<file path="config.mk">
export PLATFORM = sky130hd
export DESIGN_NAME = lsb_first_bit_packer_core_flat
export DESIGN_NICKNAME = d
export VERILOG_FILES = /design/src/lbp_pkg.sv /design/src/lbp_in_if.sv /design/src/lbp_out_if.sv /design/src/lbp_ctrl.sv /design/src/lbp_dpath.sv /design/src/lsb_first_bit_packer_core.sv /design/src/flat_wrapper.sv
export SDC_FILE = /design/constraint.sdc
export NUM_CORES = 1
export LEC_CHECK = 0
export ABC_AREA = 1
export BUFFER_PORTS_ARGS = -buffer_cell sky130_fd_sc_hd__buf_2
export CORE_MARGIN = 2
export CORE_UTILIZATION = 55
export CTS_CLUSTER_DIAMETER = 200
export DETAILED_ROUTE_END_ITERATION = 12
export GPL_ROUTABILITY_DRIVEN = 0
export PLACE_DENSITY = 0.83
export SLEW_MARGIN = 20
export SYNTH_ARGS = -nofsm -noshare
export SYNTH_HDL_FRONTEND = slang
export SYNTH_SLANG_ARGS = --single-unit
</file>
<file path="constraint.sdc">
create_clock -name clk -period 14.2 [get_ports clk]
set_input_delay 0.71 -clock clk [delete_from_list [all_inputs] [get_ports clk]]
set_output_delay 0.71 -clock clk [all_outputs]
set_load 0.05 [all_outputs]
</file>
<file path="src/lbp_pkg.sv">
`timescale 1ns / 1ps

package lbp_pkg;

  // Stream geometry
  localparam int unsigned BYTE_BITS    = 8;
  localparam int unsigned PEND_BITS    = 7;
  localparam int unsigned POS_OUT_BITS = 32;
  localparam int unsigned VALUE_BITS   = 32;
  localparam int unsigned COUNT_BITS   = 6;

  // Item modes
  localparam logic MODE_WRITE = 1'b0;
  localparam logic MODE_FLUSH = 1'b1;

  // Error codes
  localparam logic ERR_NONE    = 1'b0;
  localparam logic ERR_REFUSED = 1'b1;

  // Controller to datapath commands
  typedef struct packed {
    logic load;
    logic step;
  } lbp_cmd_t;

  // Datapath to controller status
  typedef struct packed {
    logic slot_free;
    logic final_step;
  } lbp_sts_t;

endpackage

</file>
<file path="src/lbp_in_if.sv">
`timescale 1ns / 1ps

interface lbp_in_if;
  logic        valid;
  logic        ready;
  logic        mode;
  logic [31:0] field_value;
  logic [5:0]  field_width;

  modport source (output valid, output mode, output field_value, output field_width,
                  input ready);
  modport sink (input valid, input mode, input field_value, input field_width,
                output ready);
endinterface

</file>
<file path="src/lbp_out_if.sv">
`timescale 1ns / 1ps

interface lbp_out_if;
  logic        valid;
  logic        ready;
  logic        byte_valid;
  logic [7:0]  out_byte;
  logic        last;
  logic [31:0] bit_position;
  logic        error;

  modport source (output valid, output byte_valid, output out_byte, output last,
                  output bit_position, output error, input ready);
  modport sink (input valid, input byte_valid, input out_byte, input last,
                input bit_position, input error, output ready);
endinterface

</file>
<file path="src/lbp_ctrl.sv">
`timescale 1ns / 1ps

module lbp_ctrl
  import lbp_pkg::*;
(
  input  logic     clk,
  input  logic     rst,
  input  logic     in_valid,
  output logic     in_ready,
  input  lbp_sts_t sts,
  output lbp_cmd_t cmd
);

  typedef enum logic [1:0] {
    S_IDLE = 2'b01,
    S_EMIT = 2'b10
  } lbp_state_t;

  lbp_state_t state;
  lbp_state_t state_next;

  // Take a new transaction only between items
  assign in_ready = (state == S_IDLE);
  assign cmd.load = (state == S_IDLE) && in_valid;
  assign cmd.step = (state == S_EMIT) && sts.slot_free;

  // Advance through the emit phase one result at a time
  always_comb begin
    state_next = state;
    unique case (state)
      S_IDLE: begin
        if (in_valid) state_next = S_EMIT;
      end
      S_EMIT: begin
        if (sts.slot_free && sts.final_step) state_next = S_IDLE;
      end
      default: state_next = S_IDLE;
    endcase
  end

  always_ff @(posedge clk) begin
    if (rst) begin
      state <= S_IDLE;
    end else begin
      state <= state_next;
    end
  end

endmodule

</file>
<file path="src/lbp_dpath.sv">
`timescale 1ns / 1ps

module lbp_dpath
  import lbp_pkg::*;
#(
  parameter int unsigned POSITION_BITS  = 32,
  parameter int unsigned MAX_FIELD_BITS = 32
) (
  input  logic                    clk,
  input  logic                    rst,
  input  lbp_cmd_t                cmd,
  output lbp_sts_t                sts,
  input  logic                    mode,
  input  logic [VALUE_BITS-1:0]   field_value,
  input  logic [COUNT_BITS-1:0]   field_width,
  output logic                    out_valid,
  input  logic                    out_ready,
  output logic                    byte_valid,
  output logic [BYTE_BITS-1:0]    out_byte,
  output logic                    last,
  output logic [POS_OUT_BITS-1:0] bit_position,
  output logic                    error
);

  localparam int unsigned ACC_W  = MAX_FIELD_BITS + PEND_BITS;
  localparam int unsigned BITS_W = $clog2(ACC_W + 1);
  localparam int unsigned PC_W   = $clog2(PEND_BITS + 1);

  // Architectural state
  logic [PEND_BITS-1:0]     pend_bits;
  logic [PC_W-1:0]          pend_cnt;
  logic [POSITION_BITS-1:0] pos;

  // Working registers for the item in flight
  logic [ACC_W-1:0]  acc;
  logic [BITS_W-1:0] bits;
  logic              err_code;

  // Load-side logic
  logic [MAX_FIELD_BITS-1:0] fmask;
  logic [MAX_FIELD_BITS-1:0] masked;
  logic [POSITION_BITS:0]    pos_sum;
  logic                      too_wide;
  logic                      refused;
  logic [ACC_W-1:0]          acc_load;
  logic [BITS_W-1:0]         bits_load;

  // Step-side logic
  logic              has_byte;
  logic              final_step;
  logic [ACC_W-1:0]  acc_next;
  logic [BITS_W-1:0] bits_next;

  // Mask the field and check it against the width limit and the position range
  always_comb begin
    fmask    = ~({MAX_FIELD_BITS{1'b1}} << field_width);
    masked   = field_value[MAX_FIELD_BITS-1:0] & fmask;
    pos_sum  = {1'b0, pos} + (POSITION_BITS + 1)'(field_width);
    too_wide = field_width > COUNT_BITS'(MAX_FIELD_BITS);
    refused  = (mode == MODE_WRITE) && (too_wide || pos_sum[POSITION_BITS]);
    if (mode == MODE_FLUSH) begin
      acc_load  = ACC_W'(pend_bits);
      bits_load = (pend_cnt != '0) ? BITS_W'(BYTE_BITS) : '0;
    end else if (refused) begin
      acc_load  = ACC_W'(pend_bits);
      bits_load = BITS_W'(pend_cnt);
    end else begin
      acc_load  = ACC_W'(pend_bits) | (ACC_W'(masked) << pend_cnt);
      bits_load = BITS_W'(pend_cnt) + BITS_W'(field_width);
    end
  end

  // Drop one byte from the accumulator for each result that carries one
  always_comb begin
    has_byte   = bits >= BITS_W'(BYTE_BITS);
    final_step = {1'b0, bits} < (BITS_W + 1)'(2 * BYTE_BITS);
    acc_next   = has_byte ? (acc >> BYTE_BITS) : acc;
    bits_next  = has_byte ? (bits - BITS_W'(BYTE_BITS)) : bits;
  end

  assign sts.slot_free  = !out_valid || out_ready;
  assign sts.final_step = final_step;

  // Hold the item in flight
  always_ff @(posedge clk) begin
    if (cmd.load) begin
      acc      <= acc_load;
      bits     <= bits_load;
      err_code <= refused ? ERR_REFUSED : ERR_NONE;
    end else if (cmd.step) begin
      acc  <= acc_next;
      bits <= bits_next;
    end
  end

  // Update position on accept, leftover bits at the end of the item
  always_ff @(posedge clk) begin
    if (rst) begin
      pend_bits <= '0;
      pend_cnt  <= '0;
      pos       <= '0;
    end else begin
      if (cmd.load && (mode == MODE_WRITE) && !refused) begin
        pos <= pos_sum[POSITION_BITS-1:0];
      end
      if (cmd.step && final_step) begin
        pend_bits <= acc_next[PEND_BITS-1:0];
        pend_cnt  <= bits_next[PC_W-1:0];
      end
    end
  end

  // Output register
  always_ff @(posedge clk) begin
    if (rst) begin
      out_valid <= 1'b0;
    end else if (cmd.step) begin
      out_valid <= 1'b1;
    end else if (out_ready) begin
      out_valid <= 1'b0;
    end
  end

  always_ff @(posedge clk) begin
    if (cmd.step) begin
      byte_valid   <= has_byte;
      out_byte     <= has_byte ? acc[BYTE_BITS-1:0] : '0;
      last         <= final_step;
      bit_position <= POS_OUT_BITS'(pos);
      error        <= err_code;
    end
  end

endmodule

</file>
<file path="src/lsb_first_bit_packer_core.sv">
`timescale 1ns / 1ps
// LSB-first bit packer: each write transaction appends the low field_width bits of
// field_value (0 to MAX_FIELD_BITS) to the stream and emits every completed byte,
// earliest bit at bit zero; a flush emits leftover bits, if any, zero-padded as
// one byte. Every result carries the running bit count; a write that would
// overflow the POSITION_BITS counter or exceed MAX_FIELD_BITS is refused with
// error set and no state change. An item is accepted and then emitted one result
// per step (1 to 4 results); the limit is the emit loop, which moves one byte per
// cycle into a single output register whenever that register is free. The input
// is not taken while an item is being emitted; a finished result may still wait
// in the output register when the next transaction is accepted.

module lsb_first_bit_packer_core
  import lbp_pkg::*;
#(
  parameter int unsigned POSITION_BITS  = 32,
  parameter int unsigned MAX_FIELD_BITS = 32
) (
  input  logic      clk,
  input  logic      rst,
  lbp_in_if.sink    in_ch,
  lbp_out_if.source out_ch
);

  lbp_cmd_t cmd;
  lbp_sts_t sts;

  lbp_ctrl u_ctrl (
    .clk      (clk),
    .rst      (rst),
    .in_valid (in_ch.valid),
    .in_ready (in_ch.ready),
    .sts      (sts),
    .cmd      (cmd)
  );

  lbp_dpath #(
    .POSITION_BITS  (POSITION_BITS),
    .MAX_FIELD_BITS (MAX_FIELD_BITS)
  ) u_dpath (
    .clk          (clk),
    .rst          (rst),
    .cmd          (cmd),
    .sts          (sts),
    .mode         (in_ch.mode),
    .field_value  (in_ch.field_value),
    .field_width  (in_ch.field_width),
    .out_valid    (out_ch.valid),
    .out_ready    (out_ch.ready),
    .byte_valid   (out_ch.byte_valid),
    .out_byte     (out_ch.out_byte),
    .last         (out_ch.last),
    .bit_position (out_ch.bit_position),
    .error        (out_ch.error)
  );

endmodule

</file>
<file path="src/flat_wrapper.sv">
// flat-port wrapper written by rule: the top's interface ports become plain ports
module lsb_first_bit_packer_core_flat import lbp_pkg::*;
#(
  parameter int unsigned POSITION_BITS  = 32,
  parameter int unsigned MAX_FIELD_BITS = 32
)
  (clk, rst, in_ch_valid, in_ch_mode, in_ch_field_value, in_ch_field_width, in_ch_ready, out_ch_valid, out_ch_byte_valid, out_ch_out_byte, out_ch_last, out_ch_bit_position, out_ch_error, out_ch_ready);
  lbp_in_if in_ch_i ();
  lbp_out_if out_ch_i ();
  input  logic clk;
  input  logic rst;
  input wire logic [$bits(in_ch_i.valid)-1:0] in_ch_valid;
  input wire logic [$bits(in_ch_i.mode)-1:0] in_ch_mode;
  input wire logic [$bits(in_ch_i.field_value)-1:0] in_ch_field_value;
  input wire logic [$bits(in_ch_i.field_width)-1:0] in_ch_field_width;
  output wire logic [$bits(in_ch_i.ready)-1:0] in_ch_ready;
  output wire logic [$bits(out_ch_i.valid)-1:0] out_ch_valid;
  output wire logic [$bits(out_ch_i.byte_valid)-1:0] out_ch_byte_valid;
  output wire logic [$bits(out_ch_i.out_byte)-1:0] out_ch_out_byte;
  output wire logic [$bits(out_ch_i.last)-1:0] out_ch_last;
  output wire logic [$bits(out_ch_i.bit_position)-1:0] out_ch_bit_position;
  output wire logic [$bits(out_ch_i.error)-1:0] out_ch_error;
  input wire logic [$bits(out_ch_i.ready)-1:0] out_ch_ready;
  assign in_ch_i.valid = in_ch_valid;
  assign in_ch_i.mode = in_ch_mode;
  assign in_ch_i.field_value = in_ch_field_value;
  assign in_ch_i.field_width = in_ch_field_width;
  assign in_ch_ready = in_ch_i.ready;
  assign out_ch_valid = out_ch_i.valid;
  assign out_ch_byte_valid = out_ch_i.byte_valid;
  assign out_ch_out_byte = out_ch_i.out_byte;
  assign out_ch_last = out_ch_i.last;
  assign out_ch_bit_position = out_ch_i.bit_position;
  assign out_ch_error = out_ch_i.error;
  assign out_ch_i.ready = out_ch_ready;
  lsb_first_bit_packer_core #(.POSITION_BITS(POSITION_BITS), .MAX_FIELD_BITS(MAX_FIELD_BITS)) u_core (.clk(clk), .rst(rst), .in_ch(in_ch_i), .out_ch(out_ch_i));
endmodule
</file>
* After elaboration in Yosys (flattened, before gate mapping)
Index checks and enable logic that the tools add are counted.
** Word-level totals
- Output and inout bits :: 45
- Memory bits (read-only) :: 0
- Memories :: 0
- Bits in latches :: 0
- Memory bits (writable) :: 0
- Register bits after elaboration :: 134
- Word-level logic and storage cells :: 65
** Cells by class
- Equal/unequal tests :: 4
- Bitwise operators :: 4
- Shift operators :: 2
- Reduce and logical (&&, ||, !) cells :: 17
- Divide/modulo/power cells :: 0
- Magnitude comparators :: 3
- Mux-type cells :: 17
- $mul :: 0
- $add $sub $neg :: 3
** Operators by type and width (count)
- $mux W39 :: 5
- $or A7 B39 Y39 :: 1
- $shl A32 B3 Y39 :: 1
- $add A32 B6 Y33 :: 1
- $and A32 B32 Y32 :: 1
- $not A32 Y32 :: 1
- $shl A32 B6 Y32 const A :: 1
- $mux W6 :: 5
- $logic_and A1 B1 Y1 :: 7
- $add A3 B6 Y6 :: 1
- $ge A6 B4 Y1 const B :: 1
- $gt A6 B6 Y1 const B :: 1
- $lt A6 B5 Y1 const B :: 1
- $reduce_bool A2 Y1 :: 3
- $sub A6 B4 Y6 const B :: 1
- $mux W2 :: 2
- $mux W4 :: 1
- $pmux W2 S2 :: 1
- $reduce_and A2 Y1 :: 2
- $mux W1 :: 3
- $reduce_bool A3 Y1 :: 1
- $eq A2 B1 Y1 const B :: 1
- $eq A2 B2 Y1 const B :: 1
- $logic_not A1 Y1 :: 2
- 4 further kinds :: 5

* Logic depth before layout (Yosys ltp)
- Depth in word-level cells :: 8
- Depth in mapped cells :: 13

* Cells and area by module
From an unflattened synthesis, not the netlist that was laid out.
** Unflattened totals
- Cell total of the unflattened synthesis :: 1080
- Area, all modules :: 8059.0 um^2
** Modules (own cells, without submodules)
- lbp_dpath :: instances 1, cells an instance 1065, area each 7950.1 um^2
- lbp_ctrl :: instances 1, cells an instance 15, area each 108.9 um^2

* Worst setup path after synthesis
Ideal clock, no wire load.
- Path type :: input to register
- From :: in out_ch_ready
- To :: reg u_core.u_dpath.acc[10], enable pin
- Stages :: 4
- Path buffers :: 0
- Slack :: 8178 ps
- Required time :: 13724 ps
- Arrival time :: 5546 ps
- Cells stage by stage :: nor2_1 nor2_1 inv_1 o21ai_0
** RTL lines
- start, declared :: line flat_wrapper.sv:23 : input wire logic [$bits(out_ch_i.ready)-1:0] out_ch_ready;
- end signal, assigned :: line lbp_dpath.sv:87 : acc <= acc_load;
- end signal, assigned :: line lbp_dpath.sv:91 : acc <= acc_next;
- end, declared :: line lbp_dpath.sv:35 : logic [ACC_W-1:0] acc;

* Final worst setup path
- From :: in in_ch_field_width[0]
- To :: reg u_core.u_dpath.acc[19], data pin
** Between the ends
- Word-level cells in the longest chain between the ends :: 8
- Elaborated cells on any way between the ends :: 12
- Those cells by class :: 1 x add/sub; 1 x order compare; 2 x shift; 3 x mux; 3 x bitwise; 2 x reduce/logical
** Ends and longest elaborated chain
- start, declared :: line flat_wrapper.sv:15 : input wire logic [$bits(in_ch_i.field_width)-1:0] in_ch_field_width;
- $shl A32 B6 Y32 :: line lbp_dpath.sv:56 : fmask = ~({MAX_FIELD_BITS{1'b1}} << field_width);
- $not A32 Y32 :: line lbp_dpath.sv:56
- $and A32 B32 Y32 :: line lbp_dpath.sv:57 : masked = field_value[MAX_FIELD_BITS-1:0] & fmask;
- $shl A32 B3 Y39 :: line lbp_dpath.sv:68 : acc_load = ACC_W'(pend_bits) | (ACC_W'(masked) << pend_cnt);
- $or A7 B39 Y39 :: line lbp_dpath.sv:68
- $mux W39 * :: line lbp_dpath.sv:64 : end else if (refused) begin
- $mux W39 * :: line lbp_dpath.sv:61 : if (mode == MODE_FLUSH) begin
- $mux W39 * :: line lbp_dpath.sv:86 : if (cmd.load) begin
Mark *: on every way between the ends. The rest lies on a longest branch, timed or not.
A chain may end at the register's enable or synchronous reset.

==> out/qor.csv <==
metric,value,unit
"Seq/Total Area, Yosys",44.0,%
"top cells by count, synth","nand2_1 (305), nand3_1 (151), nor2_1 (111)",
"Net Count, Synth",1116,
Crit path arrival time,3.43,ns
Critical Path RT,14.48,ns
post-cts resize count,0,
"area leader, netlist",edfxtp_1,
post-CTS setup buffer count,0,
largest net degree at the start of global routing,46,
GR Overflow Total,0,
crit path kind,in -> reg,
Post-synth EDFFs,89,
drc violations,0,
Critical Path Slowest Stage Cell,nor2_4,
Worst setup SP type,input pin,
critical path cell sequence,buf_2 -> ha_1 -> fa_1 -> nand2_1 -> nand2_1 -> nand3_2 -> nand2_4 -> nand3_4 -> nand3_4 -> nor2_4 -> nand3_1 -> nand3_1,
Leak,3.97,nW
Worst Hold Class,reg -> reg,
Total GRT Usage,26.6,%
normalized max-slew margin,27.0,%
start point of the worst hold path,u_core.u_dpath.err_code$_DFFE_PP_,
Die H,125,µm
first-pass GRT wire length,33800,µm
Setup crit end kind,flop,
worst r2r src,u_core.u_dpath.pos[0]$_SDFFE_PP0P_,
via-per-instance ratio,5.77,
Final Max Tran Viols,0,
core area,14500,µm²
# rows,44,
status,"complete, no violations",
Clock Sinks,134,
area grow syn2layout,12.0,%
crit-path max cell delay,0.71,ns
min Tclk post-route,3.16,ns
worst skew pair latency,0.43,ns
port bufs,87,
IO Count,88,
"Setup violations, final",0,
Async SR Flop Fraction,0,%
ys flop type,edfxtp_1,
Syn Std Cell Area,8110,µm²
PwrDens,105,nW/µm²
Die X,125,µm
n_diodes,0,
Critical Path Source,in_ch_field_width[0],
Slew @ Worst Pin,1.09,ns
clock tree buffer depth,2,
clock-pin slew on the worst setup and hold paths,0.05,ns
final design utilization,62.8,%
vias in the first global route,6753,
Routed WL per cell,15.7,µm
Starting Density,56.0,%
cts hold-fix bufs,0,
initial antenna violation count,0,
root buf cell,clkbuf_16,
Final Worst Setup Slack,11.04,ns
routed vias,7652,
Yosys Warn Count,0,
Netlist cell types,42,
post-DP HPWL,14400,µm
Max VDD drop,78.6,µV
Max Clk Rate,317,MHz
DP Worst Slack,10.69,ns
RSZ-0062 raised after global routing,false,
remaining antenna violation count,0,
post-placement cell count,1294,
Crit path max-delay family,simple AND/OR/NAND/NOR gates,
1st-iter DRT viols,944,
Fin. Hold Viols,0,
Num CTS Buffers,17,
setup_tns,0,ns
fraction of layout instances using a drive strength above 1,15.8,%
fin nets,1185,
Synth top area share,32.9,%
CTS tree,yes,
Buf/Inv on CP,1,
register bit total from synthesis,134,
fin cells,1326,
most frequent cell after synthesis,nand2_1,
final cycle utilization of the critical path,22.2,%
Post-Synthesis Cells,1060,
htree depth,4,
syn avg cell area,7.65,µm²
drt total wl,20800,µm
die area,15700,µm²
Area contributors post-synth,"edfxtp_1 (33%), nand2_1 (14%), dfxtp_1 (11%), nand3_1 (9.3%), nor2_1 (5.1%)",
Fin Clk Skew,0.0108,ns
cell area after layout,9090,µm²
"Cell Area, Placed",8580,µm²
Worst Path Max Fanout,38,
# fillers,1268,
Max Cap Viol,0,
First-pass DRT Iterations,9,
## metrics by stage
| step | power [mW] | hold WS (ns) |
|---|---|---|
| global placement | 0.568 | 0.405 |
| CTS | 0.954 | 0.423 |
| global route | 0.989 | 0.425 |
| detailed placement | 0.571 | 0.410 |
| floorplan | 0.538 | 0.400 |
| finish | 0.953 | 0.421 |
## worst register-to-register path, cell delays in order (launching register included)
cell and delay, ns:
dfxtp_1 0.33, ha_1 0.23, fa_1 0.41, nand2_1 0.10, nand2_1 0.09, nand3_2 0.11, nand2_4 0.07, nand3_4 0.08
nand3_4 0.42, nor2_4 0.71, nand3_1 0.19, nand3_1 0.13
## final timing paths
path,to,slack [ns],cells after the start
max reg2reg,u_core.u_dpath.acc[19]$_DFFE_PP_,11.18,11
max,u_core.u_dpath.acc[19]$_DFFE_PP_,11.04,12
min reg2reg,u_core.u_dpath.error$_DFFE_PP_,0.42,0
min,u_core.u_dpath.error$_DFFE_PP_,0.42,0
## where the power goes
part           internal [mW]  switching [mW]
combinational         0.0353          0.0851
clock                  0.231           0.156
sequential             0.439         0.00615
total                  0.705           0.248
## cell usage in the layout, fill, tap and decap left out, types with 3 or more instances in the layout
cell type | synthesis | layout
xor2_1 | 14 | 14
nand2_2 | 11 | 11
nand3b_1 | 7 | 7
o211ai_1 | 4 | 4
a21oi_1 | 52 | 52
clkbuf_1 | 27 | 8
edfxtp_1 | 89 | 89
inv_2 | 3 | 3
buf_2 | 6 | 87
xnor2_1 | 4 | 4
nor2_1 | 111 | 110
o21ai_0 | 34 | 33
nor2_4 | 2 | 3
nand4_1 | 23 | 23
nor2_2 | 7 | 7
clkinv_1 | 3 | 3
buf_4 | 2 | 5
nand2_1 | 305 | 305
inv_1 | 86 | 86
dfxtp_1 | 45 | 45
nand3_2 | 30 | 30
nand3_1 | 151 | 151
clkbuf_16 | 0 | 17
nor3_1 | 3 | 3
ha_1 | 11 | 11
clkinv_2 | 0 | 4
## per-layer routing
| metal | vias to the layer above | part of all wire [%] | global-route usage [%] |
|---|---|---|---|
| met5 | - | 0 | 0 |
| met1 | 3468 | 43 | 37.6 |
| met3 | 54 | 10 | 5.65 |
| met2 | 453 | 45 | 40.9 |
| met4 | 0 | 2.8 | 8.82 |
| li1 | 3677 | - | - |
## logic make-up after synthesis
kind of cell	after synthesis	synth area share [%]
AOI/OAI and AO/OA	101	6.63
DFF	134	44.0
adders and majority gates	13	2.19
and+or+nand+nor	659	37.8
buffers and inverters	135	7.43
xor gates and xnor gates	18	1.94
## final cells by class
type / count / area [µm²] / share of cell area, %
Sequential cell: 134 / 3570 / 39.3
Inverter: 93 / 352 / 3.87
Clock inverter: 5 / 26.3 / 0.289
Tap cell: 184 / 230 / 2.53
Clock buffer: 27 / 483 / 5.32
Timing Repair Buffer: 92 / 473 / 5.21
Multi-Input combinational cell: 791 / 3950 / 43.5
## state kept, by name, indices dropped and copies added, names as in the netlist
name and flops:
u_core.u_dpath.pend_cnt 3, u_core.u_dpath.bit_position 32, u_core.u_dpath.err_code 1, u_core.u_dpath.last 1, u_core.u_dpath.out_valid 1, u_core.u_ctrl.state 2
u_core.u_dpath.pos 32, u_core.u_dpath.error 1, u_core.u_dpath.bits 6, u_core.u_dpath.byte_valid 1, u_core.u_dpath.pend_bits 7, u_core.u_dpath.out_byte 8
u_core.u_dpath.acc 39
Power figures use the tool's default switching activity.
